`config.mk`:
```
export PLATFORM = sky130hd
export DESIGN_NAME = bzmt_queue
export DESIGN_NICKNAME = d
export VERILOG_FILES = /design/src/bzmt_pkg.sv /design/src/bzmt_queue.sv
export SDC_FILE = /design/constraint.sdc
export NUM_CORES = 1
export LEC_CHECK = 0
export BUFFER_PORTS_ARGS = -buffer_cell sky130_fd_sc_hd__buf_2
export CAP_MARGIN = 5
export CORE_ASPECT_RATIO = 0.9
export CORE_UTILIZATION = 35
export DETAILED_ROUTE_END_ITERATION = 7
export GPL_ROUTABILITY_DRIVEN = 0
export GPL_TIMING_DRIVEN = 0
export PLACE_DENSITY_LB_ADDON = 0.25
export SLEW_MARGIN = 5
export SYNTH_ARGS = -nofsm -noshare
export SYNTH_HDL_FRONTEND = slang
export SYNTH_SLANG_ARGS = --single-unit
```
`constraint.sdc`:
```
create_clock -name clk -period 24.2 [get_ports clk]
set_input_delay 4.84 -clock clk [delete_from_list [all_inputs] [get_ports clk]]
set_output_delay 4.84 -clock clk [all_outputs]
set_load 0.02 [all_outputs]
```
`src/bzmt_pkg.sv`:
```
`timescale 1ns / 1ps
package bzmt_pkg;
  localparam int MaxAreas   = 16;
  localparam int MaxObjects = 64;
  localparam int AW = $clog2(MaxAreas);
  localparam int CW = $clog2(MaxAreas + 1);
  localparam int OW = $clog2(MaxObjects);

  localparam logic [2:0] REQ_ADD_DEATH = 3'd0;
  localparam logic [2:0] REQ_ADD_SAFE  = 3'd1;
  localparam logic [2:0] REQ_REMOVE    = 3'd2;
  localparam logic [2:0] REQ_CLEAR     = 3'd3;
  localparam logic [2:0] REQ_REBUILD   = 3'd4;
  localparam logic [2:0] REQ_QUERY     = 3'd5;
  localparam logic [2:0] REQ_UPDATE    = 3'd6;

  localparam logic [2:0] ST_OK           = 3'd0;
  localparam logic [2:0] ST_INVALID      = 3'd1;
  localparam logic [2:0] ST_FULL         = 3'd2;
  localparam logic [2:0] ST_NONE_REMOVED = 3'd3;
  localparam logic [2:0] ST_NO_INDEX     = 3'd4;
  localparam logic [2:0] ST_NOT_MOVED    = 3'd5;

  localparam logic [0:0] CFG_ZONE_MODE = 1'd0;
  localparam logic [0:0] CFG_THRESHOLD = 1'd1;

  typedef struct packed {
    logic [2:0]         req_type;
    logic               box_valid;
    logic signed [23:0] box_min_x;
    logic signed [23:0] box_min_y;
    logic signed [23:0] box_min_z;
    logic signed [23:0] box_max_x;
    logic signed [23:0] box_max_y;
    logic signed [23:0] box_max_z;
    logic signed [23:0] point_x;
    logic signed [23:0] point_y;
    logic signed [23:0] point_z;
    logic [5:0]         object_index;
  } in_item_t;

  typedef struct packed {
    logic [2:0] status;
    logic       is_safe;
    logic       state_changed;
  } out_item_t;

  typedef struct packed {
    logic signed [23:0] lo_x;
    logic signed [23:0] lo_y;
    logic signed [23:0] lo_z;
    logic signed [23:0] hi_x;
    logic signed [23:0] hi_y;
    logic signed [23:0] hi_z;
  } box_t;
endpackage

```
`src/bzmt_queue.sv`:
```
`timescale 1ns / 1ps
module bzmt_queue (
  input  logic               clk,
  input  logic               rst_n,
  input  logic               wr_en,
  input  bzmt_pkg::in_item_t wr_data,
  output logic               full,
  input  logic               rd_en,
  output bzmt_pkg::in_item_t rd_data,
  output logic               not_empty
);
  import bzmt_pkg::*;
  in_item_t mem_r [2];
  logic       wp_r, wp_nxt, rp_r, rp_nxt;
  logic [1:0] cnt_r, cnt_nxt;

  always_comb begin
    wp_nxt  = wr_en ? ~wp_r : wp_r;
    rp_nxt  = rd_en ? ~rp_r : rp_r;
    cnt_nxt = cnt_r + {1'b0, wr_en} - {1'b0, rd_en};
  end

  always_ff @(posedge clk) begin
    if (!rst_n) begin
      wp_r  <= 1'b0;
      rp_r  <= 1'b0;
      cnt_r <= 2'd0;
    end else begin
      wp_r  <= wp_nxt;
      rp_r  <= rp_nxt;
      cnt_r <= cnt_nxt;
    end
    if (wr_en) mem_r[wp_r] <= wr_data;
  end

  assign full      = cnt_r == 2'd2;
  assign not_empty = cnt_r != 2'd0;
  assign rd_data   = mem_r[rp_r];
endmodule

```
==> results_dict.tcl <==
set metrics [dict create \
    status "finished, final reports clean" \
    hpwl_um 24880 \
    cp_slowest_cell "dfxtp_1" \
    pin_count 458 \
    synth_seq_area_share_pct 79.95 \
    track_usage_pct 13.94 \
    postRouteWirelength_um 35630 \
    fin_skew_ns 0.01290 \
    synth_top_area_cell "edfxtp_1" \
    vdd_drop_max_mv 0.05424 \
    instances_no_fill 1907 \
    worstPathRequired_ns 19.36 \
    cts_buffer_depth 3 \
    period_needed_ns 6.860 \
    die_w_um 235.0 \
    critPathTopFamily "buffers and inverters" \
    r2r_slack_ns 22.05 \
    io_buffers 457 \
    vias 8492 \
    final_max_slew_viol_count 0 \
    start_kind "flip-flop" \
    multiInputGateArea_mm2 0.003201 \
    post_drt_wl_per_cell_um 18.68 \
    yosys-top-cells-area "edfxtp_1, mux2_4, mux2_2" \
    max_stage_delay_ns 0.32 \
    grt_util_met2_pct 23.11 \
    slew_headroom_pct 61.52 \
    grt_pass1_wl_um 52550 \
    p_leak_nw 8.516 \
    cts_buffers 48 \
    n_fill_cell 4171 \
    gr-total-overflow 0 \
    crit_chain "buf_6 > buf_6 > buf_6 > mux2_4 > buf_2" \
    syn_avg_cell_area_um2 23.62 \
    drc 0 \
    layout.area.seq_mm2 0.01367 \
    h-tree-depth 2 \
    cts.reportedPaths.clkPinSlew_ns 0.06 \
    min_path_cells 2 \
    worstMarginPinSlew_ns 0.5760 \
    grt_max_degree 60 \
    nets 1476 \
    root_buffer "clkbuf_16" \
    rsz0062_at_grt "false" \
    cts_tree "yes" \
    hold_violations 0 \
    drtIter0Drc 366 \
    power_density_mw_per_mm2 84.56 \
    ys_types 14 \
    drive_above_1_share_pct 61.17 \
    synth_area_mm2 0.01710 \
    cp_num_cells 5 \
    worstSetupPathType "reg -> out" \
    num_rows 76 \
    cp-end-kind "output pin" \
    setup_tns_ns 0 \
    final_core_util_pct 45.73 \
    preCtsSetupSlack_ns 17.35 \
    dp.cells 1818 \
    cp_num_buf_inv 4 \
    hold_ws_ns 0.5808 \
    syn_inst 724 \
    cp_max_fo 10 \
    dr.pass1.iters 4 \
    ys_warn_count 0 \
    dieArea_mm2 0.04975 \
    via_per_inst 4.453 \
    antenna_left 0 \
    setup_viol_count_final 0 \
    drv_cap 0 \
    postCtsSetupRepairBufs 0 \
    cts.sinks 457 \
    syn-num-nets 956 \
    cts_hold_buf 0 \
    synth_top_cell_area_share_pct 79.36 \
    max_freq_mhz 145.8 \
    grtUsageMet1_pct 16.64 \
    coreArea_mm2 0.04802 \
    initial_core_util_pct 35.61 \
    ys_ff_latch 457 \
    die_height_um 211.7 \
    worst_hold_path_type "reg -> reg" \
    syn_to_final_growth_pct 28.41 \
    busiest_layer "met2" \
    grt_pass1_vias 8909 \
    cp_common_cell "buf_6" \
    cts_resized 0 \
    setup_slack_ns 17.34 \
    antenna_found_initial 9 \
    post-route-period-util_pct 28.35 \
    cp.arrival_ns 2.02 \
    insertion_delay_ns 0.55 \
    ff2ff_path_depth 5 \
    grt_util_met3_pct 5.203 \
]
cells in the final DEF (no fill, tap or decap), drive strengths merged:
cell type  instances
clkbuf            67
xnor3              1
ha                 2
xor2               1
nor2b              4
or2                1
bufinv             3
diode              3
buf              495
dfxtp              5
inv                4
and2               4
edfxtp           452
mux2             226
o21a               1
clkinv            14
worst paths after layout:
check / endpoint / from
setup / recovery: rd_data[118] / flip-flop
hold / removal: flip-flop / rp_r
setup reg to reg: mem_r[0][100] / wp_r
hold reg to reg: flip-flop / rp_r
sequential cells by signal, indices dropped and copies added (netlist names), named ones only:
register and cells:
wp_r 1, rp_r 1, mem_r 452, cnt_r 2
report_power, final:
part           switching (mW)  internal, mW  total (mW)
logic                   0.134         0.107       0.241
clock network           0.284         0.407       0.691
registers             0.00885         0.916       0.925
total                   0.427          1.43        1.86
worst min-delay path: stages (launching register included):
cell     delay, ns
dfxtp_1       0.32
xor2_1        0.07
and2_1        0.14
stage by stage:
step                      total power, mW  instance area [um^2]
after detailed placement            1.187                 20480
final                               1.857                 21960
after floorplan                     1.105                 17100
after global placement              1.197                 20170
after global routing                1.927                 21960
after CTS                           1.888                 21950
cell usage after synthesis:
| library cell | instances |
|---|---|
| mux2_2 | 86 |
| buf_6 | 17 |
| nor2b_1 | 4 |
| xor2_1 | 1 |
| xnor3_1 | 1 |
| and2_1 | 4 |
| dfxtp_1 | 5 |
| inv_1 | 2 |
| ha_1 | 2 |
| or2_2 | 1 |
| buf_2 | 8 |
| o21a_1 | 1 |
| edfxtp_1 | 452 |
| mux2_4 | 140 |
layout make-up:
class	count	area share, %
Timing Repair Buffer	470	11.77
Multi-Input combinational cell	240	14.57
Clock buffer	67	5.937
Sequential cell	457	62.26
Clock inverter	19	0.7805
Tap cell	624	3.555
Antenna cell	3	0.03418
Buffer	25	1.054
Inverter	2	0.03418
per-layer routing:
layer	vias to the layer above	wire [um]
met5	-	92
met4	14	729
met3	59	2835
met2	270	17720
met1	4209	14250
li1	3940	-
logic make-up (layout without fill, tap and decap cells):
| group | after synthesis | after routing | synth area share (%) |
|---|---|---|---|
| and+or+nand+nor | 9 | 9 | 0.3292 |
| muxes | 226 | 226 | 17.95 |
| other | 0 | 3 | 0 |
| AOI/OAI and AO/OA | 1 | 1 | 0.04391 |
| xor gates and xnor gates | 2 | 2 | 0.1829 |
| buffers and inverters | 27 | 583 | 1.397 |
| DFF | 457 | 457 | 79.95 |
| adders and majority gates | 2 | 2 | 0.1463 |
(Power assumes the default switching activity.)
